**src/sv/sec_pkg.sv**
```systemverilog
// ----------------------------------------------------------------------------
// sec_pkg
// shared types, constants and the exp table for the covariance core
// ----------------------------------------------------------------------------
`default_nettype none

package sec_pkg;

  localparam int unsigned EXP_TABLE_DEPTH = 256;
  localparam int unsigned IDX_W = $clog2(EXP_TABLE_DEPTH);
  localparam longint unsigned LN2_Q30 = 64'd744261118;
  localparam logic [30:0] LOG2E_Q30 = 31'd1549082005;
  localparam logic [63:0] X_LIMIT_Q24 = 64'd16 << 24;

  localparam logic [1:0] REG_DIM   = 2'd0;
  localparam logic [1:0] REG_COEF  = 2'd1;
  localparam logic [1:0] REG_SIGVAR = 2'd2;
  localparam logic [1:0] REG_NOISE = 2'd3;

  // reciprocals of 1..20 in q.36, exact floor division for numerators below 2^31
  localparam longint unsigned RECIP_ONE = 64'd1 << 36;
  localparam longint unsigned RECIP_Q36 [20] = '{
    RECIP_ONE / 64'd1 + 64'd1,  RECIP_ONE / 64'd2 + 64'd1,  RECIP_ONE / 64'd3 + 64'd1,
    RECIP_ONE / 64'd4 + 64'd1,  RECIP_ONE / 64'd5 + 64'd1,  RECIP_ONE / 64'd6 + 64'd1,
    RECIP_ONE / 64'd7 + 64'd1,  RECIP_ONE / 64'd8 + 64'd1,  RECIP_ONE / 64'd9 + 64'd1,
    RECIP_ONE / 64'd10 + 64'd1, RECIP_ONE / 64'd11 + 64'd1, RECIP_ONE / 64'd12 + 64'd1,
    RECIP_ONE / 64'd13 + 64'd1, RECIP_ONE / 64'd14 + 64'd1, RECIP_ONE / 64'd15 + 64'd1,
    RECIP_ONE / 64'd16 + 64'd1, RECIP_ONE / 64'd17 + 64'd1, RECIP_ONE / 64'd18 + 64'd1,
    RECIP_ONE / 64'd19 + 64'd1, RECIP_ONE / 64'd20 + 64'd1
  };

  typedef logic [31:0] exp_rom_t [EXP_TABLE_DEPTH+1];

  typedef struct packed {
    logic [63:0] dsum;
    logic        sat;
    logic        noise;
  } job_t;

  typedef enum logic [3:0] {
    ST_IDLE,
    ST_MUL_HI,
    ST_MUL_LO,
    ST_LOG,
    ST_TAB,
    ST_INTERP,
    ST_SHIFT,
    ST_SCALE,
    ST_FIN
  } bk_state_e;

  function automatic logic [31:0] exp_neg_q30(longint unsigned t);
    longint unsigned term;
    longint unsigned even;
    longint unsigned odd;
    logic [127:0]    prod;
    term = 64'd1 << 30;
    even = term;
    odd  = 0;
    for (int n = 1; n <= 20; n++) begin
      prod = 128'((term * t) >> 30) * 128'(RECIP_Q36[n-1]);
      term = 64'(prod >> 36);
      if (n % 2 == 1) odd += term;
      else even += term;
    end
    return (even > odd) ? 32'(even - odd) : 32'd0;
  endfunction

  function automatic exp_rom_t build_exp_rom();
    exp_rom_t rom;
    longint unsigned t;
    for (int i = 0; i <= EXP_TABLE_DEPTH; i++) begin
      t = (longint'(i) * LN2_Q30 + EXP_TABLE_DEPTH / 2) / EXP_TABLE_DEPTH;
      rom[i] = exp_neg_q30(t);
    end
    return rom;
  endfunction

  localparam exp_rom_t EXP_ROM = build_exp_rom();

endpackage

`default_nettype wire

```
**src/sv/sec_fifo.sv**
```systemverilog
// ----------------------------------------------------------------------------
// sec_fifo
// two-entry queue of finished distances between front and back
// ----------------------------------------------------------------------------
`default_nettype none

module sec_fifo import sec_pkg::*; (
  input  wire  clk_i,
  input  wire  rst_ni,
  input  wire  push_i,
  input  job_t push_data_i,
  output logic full_o,
  input  wire  pop_i,
  output logic empty_o,
  output job_t pop_data_o
);

  job_t mem_q [2];
  logic       wr_ptr_q, rd_ptr_q;
  logic [1:0] cnt_q;

  assign full_o     = (cnt_q == 2'd2);
  assign empty_o    = (cnt_q == 2'd0);
  assign pop_data_o = mem_q[rd_ptr_q];

  always_ff @(posedge clk_i) begin
    if (push_i) mem_q[wr_ptr_q] <= push_data_i;
  end

  always_ff @(posedge clk_i or negedge rst_ni) begin
    if (!rst_ni) begin
      wr_ptr_q <= 1'b0;
      rd_ptr_q <= 1'b0;
      cnt_q    <= 2'd0;
    end else begin
      if (push_i) wr_ptr_q <= ~wr_ptr_q;
      if (pop_i) rd_ptr_q <= ~rd_ptr_q;
      if (push_i && !pop_i) cnt_q <= cnt_q + 2'd1;
      else if (pop_i && !push_i) cnt_q <= cnt_q - 2'd1;
    end
  end

endmodule

`default_nettype wire

```
**config.mk**
```make
export PLATFORM = sky130hd
export DESIGN_NAME = sec_fifo
export DESIGN_NICKNAME = d
export VERILOG_FILES = /design/src/sv/sec_pkg.sv /design/src/sv/sec_fifo.sv
export SDC_FILE = /design/constraint.sdc
export NUM_CORES = 1
export LEC_CHECK = 0
export ABC_AREA = 1
export BUFFER_PORTS_ARGS = -buffer_cell sky130_fd_sc_hd__buf_2
export CELL_PAD_IN_SITES_DETAIL_PLACEMENT = 1
export CELL_PAD_IN_SITES_GLOBAL_PLACEMENT = 2
export CORE_MARGIN = 1.5
export CORE_UTILIZATION = 38
export DETAILED_ROUTE_END_ITERATION = 12
export PLACE_DENSITY_LB_ADDON = 0.1
export SLEW_MARGIN = 40
export SYNTH_ARGS = -nofsm -noshare
export SYNTH_HDL_FRONTEND = slang
export SYNTH_SLANG_ARGS = --single-unit
export TNS_END_PERCENT = 50
```
**constraint.sdc**
```tcl
create_clock -name clk_i -period 4.2 [get_ports clk_i]
set_clock_uncertainty 0.1 [all_clocks]
set_input_delay 0 -clock clk_i [delete_from_list [all_inputs] [get_ports clk_i]]
set_output_delay 0 -clock clk_i [all_outputs]
set_load 0.05 [all_outputs]
```
Yosys cells after proc, flatten, opt, wreduce, memory -nomap -nowiden:

Memory sizes are Yosys's and may differ from the RTL's.
Cells that the tools add are included.
W data, S select, Z words.

* ROM bits: 0
* memories: 1
* bits of input ports: 70
* memory bits (writable): 132
* flip-flop bits (word level): 4
* bits in latches: 0
* output and inout bits: 68
* logic and storage cells: 19

Memory list
* mem_q: depth 2, width 66, read ports 1, clocked after memory_dff 0, write ports 1, line sec_fifo.sv:18 `job_t mem_q [2];`

* div/mod/pow operators: 0
* multiplexer cells: 4
* shift-type cells: 0
* add/subtract/negate cells: 2
* $mul: 0
* eq/ne operators: 1
* reduce and logical (&&, ||, !) cells: 6
* magnitude comparators: 0
* bitwise logic cells: 2

Operators with widths (count)
* $mux W2: 2
* $add A2 B1 Y2 const B: 1
* $eq A2 B2 Y1 const B: 1
* $logic_and A1 B1 Y1: 2
* $logic_not A1 Y1: 2
* $logic_not A2 Y1: 1
* $mux W1: 2
* $not A1 Y1: 2
* $reduce_bool A2 Y1: 1
* $sub A2 B1 Y2 const B: 1

Longest topological paths before layout:

* depth in word-level cells: 4
* depth in mapped cells: 7
* depth with buffers taken out: 7

Worst setup path before layout:

No wires, ideal clock.

* path type: register to register
* start: register wr_ptr_q
* end: memory mem_q[0][0] in the netlist's numbering (enable)
* setup slack: 0.439 ns
* cell stages (with the launch flop): 2
* required time: 3.608 ns
* setup time: 0.492 ns
* arrival: 3.169 ns
* path through: dfrtp_1 -> nor2_1

RTL lines
* start, declared: line sec_fifo.sv:19 `logic wr_ptr_q, rd_ptr_q;`
* start signal, assigned: line sec_fifo.sv:36 `if (push_i) wr_ptr_q <= ~wr_ptr_q;`
* end, declared: line sec_fifo.sv:18

No word-level cell before the write port.

==> flow_metrics.py <==
metrics = {
    "run_status": {
        "status": "completed",
    },
    "placement": {
        "place.gp.congestion": 0.686,
        "dpl_cell_area_mm2": 0.00605,
        "dp_hpwl_um": 6120,
        "pre_cts_slack_ps": 2320,
        "io_buffers": 137,
    },
    "timing": {
        "finalSetupTns_ps": 0,
        "fin_ws_ps": 2310,
        "fin_crit_sh": 0.451,
        "hold_viol": 0,
        "setup_violations": 0,
        "report.final.slew_viol_count": 0,
        "fin_crit_ps": 1890,
        "worstMarginPinSlew_ps": 672,
        "grt_setup_unrepaired": "false",
        "max_slew_margin": 0.551,
        "fmax_mhz": 528,
    },
    "global_routing": {
        "grt_util_all_layers": 0.151,
        "grt_start_max_net_pins": 37,
        "gr-usage-met2": 0.254,
        "grt_use_met1": 0.176,
        "grt_pass1_wl_um": 15700,
        "grtUsageMet3": 0.0473,
        "antenna_found_initial": 0,
        "grt.overflow.total": 0,
        "grt-busiest-layer": "met2",
        "grt_pass1_vias": 3033,
    },
    "synth": {
        "syn_area_mm2": 0.00508,
        "yosys_warnings": 0,
        "synth_seq_cells": 136,
        "synth_fp_nets": 301,
        "yosysMostFrequentCell": "edfxtp_1",
        "yosysSeqAreaShare": 0.800,
        "synth_area_leader_cell": "edfxtp_1",
        "netlist-cell-type-count": 15,
        "synth_top_flop_cell": "edfxtp_1",
        "netlist.area_leader.share": 0.780,
        "synth_edf_count": 132,
        "synth.area.top_cells": "edfxtp_1, mux2_4, mux2_2",
        "postSynthAreaPerCell_um2": 22.1,
        "ys_async_sr_fraction": 0.0294,
        "synth.top_cells.by_count": "edfxtp_1, mux2_2, mux2_4, inv_1, nand2_1",
        "syn_inst": 230,
    },
    "drt": {
        "vias": 2861,
        "drc_errors": 0,
        "viasPerCell": 4.45,
        "wirelength_um": 10200,
        "first_pass_iters": 4,
        "drt_iter0_drc": 93,
        "ant_nets": 0,
        "wl_per_cell_um": 15.8,
    },
    "flow_run": {
        "drv_cap": 0,
    },
    "layout": {
        "drive_above_1_share": 0.495,
        "syn_to_final_growth_pct": 42.2,
        "fill_cells": 1273,
        "num_antenna_cells": 0,
        "ff_latch_area_mm2": 0.00407,
        "design_area_mm2": 0.00723,
        "final_util": 0.550,
        "multiInputGateArea_um2": 943,
        "nNetsFinal": 526,
    },
    "power_and_ir_drop": {
        "power.density_mw_per_mm2": 735,
        "p_leak_uw": 0.00287,
        "total_power_uw": 5310,
        "vdd_drop_max_mv": 0.307,
    },
    "die": {
        "dieArea_mm2": 0.0141,
        "start_util": 0.387,
        "fp-row-count": 42,
        "die_h_um": 119,
        "core-area_mm2": 0.0131,
        "ios": 138,
        "die_w_um": 119,
    },
    "setup_path": {
        "start_kind": "flip-flop",
        "crit_arrival_ps": 1790,
        "worstPathMaxFanout": 32,
        "cp-end-kind": "output port",
        "required_ps": 4100,
        "critical_path_class": "flip-flop to output port",
    },
    "cts": {
        "clk_latency_ps": 400,
        "numClockSinks": 136,
        "cts_buffers": 17,
        "path_clk_slew_ps": 50,
        "tritoncts": "built",
        "h-tree-depth": 4,
        "clock_path_buffers": 2,
        "root_buffer": "clkbuf_16",
    },
    "hold_path": {
        "hold_class": "input port to flip-flop",
    },
}
-- worst paths after layout --
path | startpoint | to | slack, ps | cells past startpoint
hold reg to reg | cnt_q[1]$_DFFE_PN0P_ | cnt_q[1]$_DFFE_PN0P_ | 410 | 2
max in group asynchronous | rst_ni | rd_ptr_q$_DFFE_PN0P_ | 3370 | 3
hold / removal | push_data_i[56] | mem_q[0][56]$_DFFE_PP_ | 220 | 2
setup / recovery | rd_ptr_q$_DFFE_PN0P_ | pop_data_o[61] | 2310 | 3
setup reg to reg | wr_ptr_q$_DFFE_PN0P_ | mem_q[1][39]$_DFFE_PP_ | 2340 | 3
min in group asynchronous | rst_ni | cnt_q[1]$_DFFE_PN0P_ | 420 | 3
-- layout by cell type (no fill, tap or decap), drive strengths merged --
cell type      n
buf          143
clkbuf        23
clkinv         8
dfrtp          4
dlygate4sd3   70
edfxtp       132
ha             1
inv            7
mux2          66
nand2          5
nand3          1
nand4          1
nor2           3
xnor2          1
xor2           2
-- cells by family (layout without fill, tap and decap cells) --
group         count (synthesis)  after routing  synth area share
flops                       136            136             0.800
mux                          66             66             0.168
buf+inv                      14            251            0.0162
simple gates                 10             10           0.00812
xor+xnor                      3              3           0.00517
fa+ha+maj                     1              1           0.00246
-- flip-flops by register name (all words and copies together) (netlist names) --
signal	count
cnt_q	2
mem_q	132
rd_ptr_q	1
wr_ptr_q	1
-- report_power, final --
part	total (uW)	leakage [uW]	internal (uW)	switching (uW)
combinational	2200	0.00135	696	1510
sequential	1900	0.00129	1810	90.9
clock	1210	0.000234	734	476
-- metal layers --
| metal | vias to the layer above | share of wire |
|---|---|---|
| li1 | 1351 | - |
| met1 | 1415 | 0.42 |
| met2 | 85 | 0.52 |
| met3 | 10 | 0.046 |
| met4 | 0 | 0.013 |
| met5 | - | 0 |
-- what timing repair did --
action / 4_1_cts / 5_1_grt
hold buffers: 70 / 0
buffers inserted: 0 / 0
resized for setup: 0 / 0
hold endpoints to repair: 139 / 0
-- cell type report --
type	instances	share of cell area
inverter	7	0.00364
tap	176	0.0305
sequential	136	0.563
multi-input combinational	80	0.131
clock buffer	23	0.0620
clock inverter	8	0.00450
timing repair buffer	213	0.206
-- through the flow --
stage	std cells	hold slack, ps
2_1_floorplan	230	-396
3_3_place_gp	539	-282
3_5_place_dp	542	-282
4_1_cts	643	196
5_1_grt	643	209
6_report	643	221
-- worst max-delay path: stages, from the launching register on --
cell and delay (ps):
dfrtp_4 520, buf_12 260, mux2_2 370, buf_2 210
No activity file was read; power rests on OpenSTA's default activity.
