### config.mk
export PLATFORM = sky130hd
export DESIGN_NAME = sec_front
export DESIGN_NICKNAME = d
export VERILOG_FILES = /design/src/sv/sec_pkg.sv /design/src/sv/sec_front.sv
export SDC_FILE = /design/constraint.sdc
export NUM_CORES = 1
export LEC_CHECK = 0
export BUFFER_PORTS_ARGS = -buffer_cell sky130_fd_sc_hd__buf_4
export CORE_MARGIN = 2
export CORE_UTILIZATION = 41
export CTS_CLUSTER_SIZE = 16
export DETAILED_ROUTE_END_ITERATION = 10
export GPL_TIMING_DRIVEN = 0
export SLEW_MARGIN = 10
export SYNTH_ARGS = -nofsm -noshare
export SYNTH_HDL_FRONTEND = slang
export SYNTH_SLANG_ARGS = --single-unit
### constraint.sdc
create_clock -name clk_i -period 14.3 [get_ports clk_i]
set_input_delay 1.43 -clock clk_i [delete_from_list [all_inputs] [get_ports clk_i]]
set_output_delay 1.43 -clock clk_i [all_outputs]
set_load 0.01 [all_outputs]
### src/sv/sec_pkg.sv
// ----------------------------------------------------------------------------
// sec_pkg
// shared types, constants and the exp table for the covariance core
// ----------------------------------------------------------------------------
`default_nettype none

package sec_pkg;

  localparam int unsigned EXP_TABLE_DEPTH = 256;
  localparam int unsigned IDX_W = $clog2(EXP_TABLE_DEPTH);
  localparam longint unsigned LN2_Q30 = 64'd744261118;
  localparam logic [30:0] LOG2E_Q30 = 31'd1549082005;
  localparam logic [63:0] X_LIMIT_Q24 = 64'd16 << 24;

  localparam logic [1:0] REG_DIM   = 2'd0;
  localparam logic [1:0] REG_COEF  = 2'd1;
  localparam logic [1:0] REG_SIGVAR = 2'd2;
  localparam logic [1:0] REG_NOISE = 2'd3;

  // reciprocals of 1..20 in q.36, exact floor division for numerators below 2^31
  localparam longint unsigned RECIP_ONE = 64'd1 << 36;
  localparam longint unsigned RECIP_Q36 [20] = '{
    RECIP_ONE / 64'd1 + 64'd1,  RECIP_ONE / 64'd2 + 64'd1,  RECIP_ONE / 64'd3 + 64'd1,
    RECIP_ONE / 64'd4 + 64'd1,  RECIP_ONE / 64'd5 + 64'd1,  RECIP_ONE / 64'd6 + 64'd1,
    RECIP_ONE / 64'd7 + 64'd1,  RECIP_ONE / 64'd8 + 64'd1,  RECIP_ONE / 64'd9 + 64'd1,
    RECIP_ONE / 64'd10 + 64'd1, RECIP_ONE / 64'd11 + 64'd1, RECIP_ONE / 64'd12 + 64'd1,
    RECIP_ONE / 64'd13 + 64'd1, RECIP_ONE / 64'd14 + 64'd1, RECIP_ONE / 64'd15 + 64'd1,
    RECIP_ONE / 64'd16 + 64'd1, RECIP_ONE / 64'd17 + 64'd1, RECIP_ONE / 64'd18 + 64'd1,
    RECIP_ONE / 64'd19 + 64'd1, RECIP_ONE / 64'd20 + 64'd1
  };

  typedef logic [31:0] exp_rom_t [EXP_TABLE_DEPTH+1];

  typedef struct packed {
    logic [63:0] dsum;
    logic        sat;
    logic        noise;
  } job_t;

  typedef enum logic [3:0] {
    ST_IDLE,
    ST_MUL_HI,
    ST_MUL_LO,
    ST_LOG,
    ST_TAB,
    ST_INTERP,
    ST_SHIFT,
    ST_SCALE,
    ST_FIN
  } bk_state_e;

  function automatic logic [31:0] exp_neg_q30(longint unsigned t);
    longint unsigned term;
    longint unsigned even;
    longint unsigned odd;
    logic [127:0]    prod;
    term = 64'd1 << 30;
    even = term;
    odd  = 0;
    for (int n = 1; n <= 20; n++) begin
      prod = 128'((term * t) >> 30) * 128'(RECIP_Q36[n-1]);
      term = 64'(prod >> 36);
      if (n % 2 == 1) odd += term;
      else even += term;
    end
    return (even > odd) ? 32'(even - odd) : 32'd0;
  endfunction

  function automatic exp_rom_t build_exp_rom();
    exp_rom_t rom;
    longint unsigned t;
    for (int i = 0; i <= EXP_TABLE_DEPTH; i++) begin
      t = (longint'(i) * LN2_Q30 + EXP_TABLE_DEPTH / 2) / EXP_TABLE_DEPTH;
      rom[i] = exp_neg_q30(t);
    end
    return rom;
  endfunction

  localparam exp_rom_t EXP_ROM = build_exp_rom();

endpackage

`default_nettype wire

### src/sv/sec_front.sv
// ----------------------------------------------------------------------------
// sec_front
// accepts coordinate pairs and accumulates the saturating squared distance
// ----------------------------------------------------------------------------
`default_nettype none

module sec_front import sec_pkg::*; #(
  parameter int unsigned MAX_DIMS = 64
) (
  input  wire               clk_i,
  input  wire               rst_ni,
  input  wire               in_valid_i,
  output logic              in_ready_o,
  input  wire signed [23:0] coord_a_i,
  input  wire signed [23:0] coord_b_i,
  input  wire               add_noise_i,
  input  wire        [6:0]  dimension_count_i,
  input  wire               q_full_i,
  output logic              q_push_o,
  output job_t              q_data_o
);

  localparam int unsigned CW = $clog2(MAX_DIMS + 1);

  logic [63:0]   sum_q;
  logic [CW-1:0] count_q;
  logic          ovf_q;

  logic signed [24:0] diff;
  logic [23:0]        absd;
  logic [47:0]        sq;
  logic [64:0]        sum_wide;
  logic [63:0]        sum_new;
  logic               ovf_new;
  logic [CW-1:0]      n_eff;
  logic [CW:0]        count_inc;
  logic               accept, last;

  assign in_ready_o = !q_full_i;
  assign accept     = in_valid_i && in_ready_o;

  always_comb begin
    diff      = 25'(coord_a_i) - 25'(coord_b_i);
    absd      = diff[24] ? 24'(-diff) : diff[23:0];
    sq        = 48'(absd) * 48'(absd);
    sum_wide  = {1'b0, sum_q} + 65'(sq);
    sum_new   = sum_wide[64] ? '1 : sum_wide[63:0];
    ovf_new   = ovf_q || sum_wide[64];
    if (dimension_count_i == 7'd0) n_eff = CW'(1);
    else if (32'(dimension_count_i) > 32'(MAX_DIMS)) n_eff = CW'(MAX_DIMS);
    else n_eff = CW'(dimension_count_i);
    count_inc = {1'b0, count_q} + (CW+1)'(1);
    last      = count_inc >= {1'b0, n_eff};
  end

  assign q_push_o       = accept && last;
  assign q_data_o.dsum  = sum_new;
  assign q_data_o.sat   = ovf_new;
  assign q_data_o.noise = add_noise_i;

  always_ff @(posedge clk_i or negedge rst_ni) begin
    if (!rst_ni) begin
      sum_q   <= '0;
      count_q <= '0;
      ovf_q   <= 1'b0;
    end else if (accept) begin
      if (last) begin
        sum_q   <= '0;
        count_q <= '0;
        ovf_q   <= 1'b0;
      end else begin
        sum_q   <= sum_new;
        count_q <= count_inc[CW-1:0];
        ovf_q   <= ovf_new;
      end
    end
  end

endmodule

`default_nettype wire

# Word level (Yosys, flattened, before mapping)
# Cells that the tools add are included.
# W data, S select, Z words.
# word_totals
inputBits	60
reg_bits	72
wordCells	22
# op_classes
mul	1
reduce_logical	5
mux	7
magnitude_cmp	2
addsub	4
# op_table
operator	count
$mux W64	2
$add A64 B48 Y65	1
$mul A24 B24 Y48	1
$sub A24 B24 Y25	1
$mux W24	1
$neg A24 Y24	1
$mux W7	3
$add A7 B1 Y8 const B	1
$ge A8 B7 Y1	1
$gt A7 B7 Y1 const B	1
$logic_not A7 Y1	1
$logic_and A1 B1 Y1	2
$logic_not A1 Y1	1
$logic_or A1 B1 Y1	1
$mux W1	1

# Logic depth before layout (Yosys ltp)
# depth
ltp_word	7
mapped_depth	42

# Least setup slack after synthesis
# No wires, ideal clock.
# synth_path
kind	input to output
start	input coord_a_i[0]
end	output q_data_o[59] (netlist name)
required_ns	12.870
arrival_ns	10.444
slack_ns	2.426
n_path_buf	3
cell_stages	36
path_cell_list	inv_1 > ha_1 > fa_1 > nand2b_1 > a21oi_1 > nor3_1 > xnor2_1 > or3_1 > nor4_2 > a21oi_1 > xor2_1 > inv_2 > buf_2 > nor2_1 > fa_1 > fa_1 > fa_1 > fa_1 > fa_1 > fa_1 > inv_1 > fa_1 > inv_1 > ha_1 > clkbuf_1 > a21oi_1 > o21ai_0 > a221oi_1 > nand2_1 > a211o_1 > a41o_1 > a21o_1 > buf_4 > and3_1 > xnor2_1 > nand2_1
# synth_rtl
item	line_no	source
from (decl)	sec_front.sv:14	input wire signed [23:0] coord_a_i,
to (decl)	sec_front.sv:20	output job_t q_data_o

==> results.toml <==
[floorplanning]
rows = 87
design.core.area_um2 = 56700
dieArea_um2 = 59500
io_pins = 128
die_h_um = 244
start_util_pct = 41.6
die_w_um = 244

[logic_synthesis]
synth_async_sr_flop_share_pct = 100
synth_seq_area_share_pct = 7.63
ys_warn_count = 0
synth_flop_cell = "dfrtp_1"
ys_ff_latch = 72
netlist_instances = 2696
netlist_area_um2 = 23600
synth_edf_count = 0
synth.net_count = 3434
avgSynthCellArea_um2 = 8.76
synthDistinctLibCells = 84

[final_layout]
final_common_cell = "inv_1"
area_growth_pct = 10.9
fin_nets = 3578
fin_cells = 3601
final_cell_mix = "628 x inv_1, 467 x fa_1, 276 x nand2_1"
drive_gt1_share_pct = 9.95
diodes = 0

[sta]
min_period_ps = 13850
hold_viol_final = 0
worstMarginPinSlew_ps = 1030
finalSetupViolCount = 0
max_slew_margin_pct = 31.6
min_period_over_period_pct = 96.8
fmaxAchievable_mhz = 72.2
drv_slew = 0
fin_skew_ps = 13.1
hold_slack_ps = 509

[setup_path]
cp.required_ps = 12870
path_max_fanout = 10
critPathCaptureType = "primary output"
crit_start = "coord_a_i[3]"
critPathMaxStageDelay_ps = 730
r2r_start = "sum_q[25]"
cp_slowest_cell = "xor2_1"
crit_path_frequent_cell = "fa_1"
worst_setup_path_start_kind = "primary input"
arrival_ps = 12420
path_class = "in2out"

[global_routing]
antenna_found_initial = 1
grt_pass1_wl_um = 119000
grt_pass1_vias = 21100
grtUsageTotal_pct = 25.9
grt_max_degree = 73
grt-ovfl-total = 0

[run]
cap_violations = 0

[routing]
dr.pass1.iters = 5
detail_route.drc_violations = 0
vias = 19200
drt_iter0_drc = 1314
routed_via_density = 5.34
wire_per_inst_um = 20.7
postRouteAntennaNets = 0
drt-total-wl_um = 74500

[clocking]
insertion_delay_ps = 360
clockBufferDepth = 2
hold_buffers = 0
cts_root_buf = "clkbuf_16"
htree_levels = 3
cts.clk_slew.worst_paths_ps = 70
cts_buffers = 9
cts_tree = "built"
cts.sinks = 72

[placement]
place_inst = 3578
hpwlAfterDp_um = 63000
gp_congestion = 0.985
port_buffers = 126

[hold_path]
min_from = "ovf_q"
min_path_type = "reg2reg"

[outcome]
status = "finished, final reports clean"
## synth_stat cells (8+ instances only)
| cell | n | area (um^2) |
|---|---|---|
| nor3_1 | 43 | 215 |
| buf_2 | 37 | 185 |
| ha_1 | 211 | 2640 |
| xnor2_1 | 58 | 508 |
| nand2b_1 | 24 | 150 |
| nor2b_1 | 9 | 56.3 |
| and2_1 | 9 | 56.3 |
| buf_4 | 8 | 60.1 |
| o21ai_0 | 54 | 270 |
| o21a_1 | 14 | 105 |
| clkbuf_1 | 60 | 225 |
| fa_1 | 467 | 9350 |
| a31oi_1 | 13 | 81.3 |
| a211oi_1 | 10 | 75.1 |
| a21o_1 | 62 | 465 |
| a21oi_1 | 107 | 536 |
| nand3_1 | 39 | 195 |
| dfrtp_1 | 72 | 1800 |
| nor4_1 | 8 | 50.1 |
| nor2_1 | 208 | 781 |
| inv_1 | 628 | 2360 |
| o21bai_1 | 9 | 67.6 |
| nand2_1 | 276 | 1040 |
| o211ai_1 | 9 | 67.6 |
| nand4_1 | 15 | 93.8 |
| a22o_1 | 47 | 412 |
| xor2_1 | 38 | 333 |
| and3_1 | 11 | 68.8 |
## registers in the layout (all words and copies together), names as in the netlist
name	count
count_q	7
ovf_q	1
sum_q	64
## metal layers
layer  global-route usage [%]  share of wire [%]
met5                        0              0.017
met4                     10.9                4.8
met3                     4.98                7.8
met2                     41.9                 46
met1                     33.9                 41
## final timing paths
kind,endpoint,slack (ps),cells past startpoint
max,q_data_o[57],450,39
min,ovf_q,510,2
max reg2reg,sum_q[61],8210,17
min reg2reg,ovf_q,510,2
max in group asynchronous,sum_q[37],12380,1
min in group asynchronous,count_q[1],1230,1
## final cells by class
cell class,instances,area (um^2)
fill,5547,30500
multi-input combinational,1879,19200
inverter,635,2380
sequential,72,1800
timing repair buffer,135,1010
tap,756,946
buffer,108,515
clock buffer,12,256
clock inverter,4,35.0
## logic make-up (layout without fill, tap and decap cells)
group	count (synthesis)	count (layout)	share of synthesized area, %
compound gates	413	413	12.4
xor+xnor	101	101	3.90
flops	72	72	7.63
buf+inv	745	894	12.3
mux	6	6	0.276
fa+ha+maj	678	678	50.8
simple gates	681	681	12.8
## critical path, delay by kind of cell
kind | cells | cell delay, ps
buffers and inverters | 12 | 1980
xor gates and xnor gates | 2 | 1080
adders and majority gates | 9 | 4450
and+or+nand+nor | 6 | 1070
AOI/OAI and AO/OA | 10 | 2400
## stage by stage
step | cell area (um^2) | utilization (%) | worst slack, ps | setup TNS [ps]
3_3_place_gp | 25500 | 45.0 | -402 | -12270
3_5_place_dp | 25500 | 45.0 | -290 | -6650
5_1_grt | 26200 | 46.2 | -19.0 | -88.9
6_report | 26200 | 46.2 | 451 | 0
2_1_floorplan | 23600 | - | 2430 | 0
4_1_cts | 25900 | 45.6 | 35.9 | 0
## what timing repair did
item / CTS / global route
buffers inserted: 0 / 9
gates resized for setup: 9 / 48
setup endpoints to repair: 50 / 63
pin swaps: 0 / 3
Power is left out: the tool's default activity adds up to more than one toggle a clock period on the data nets, which glitch-free logic cannot reach.
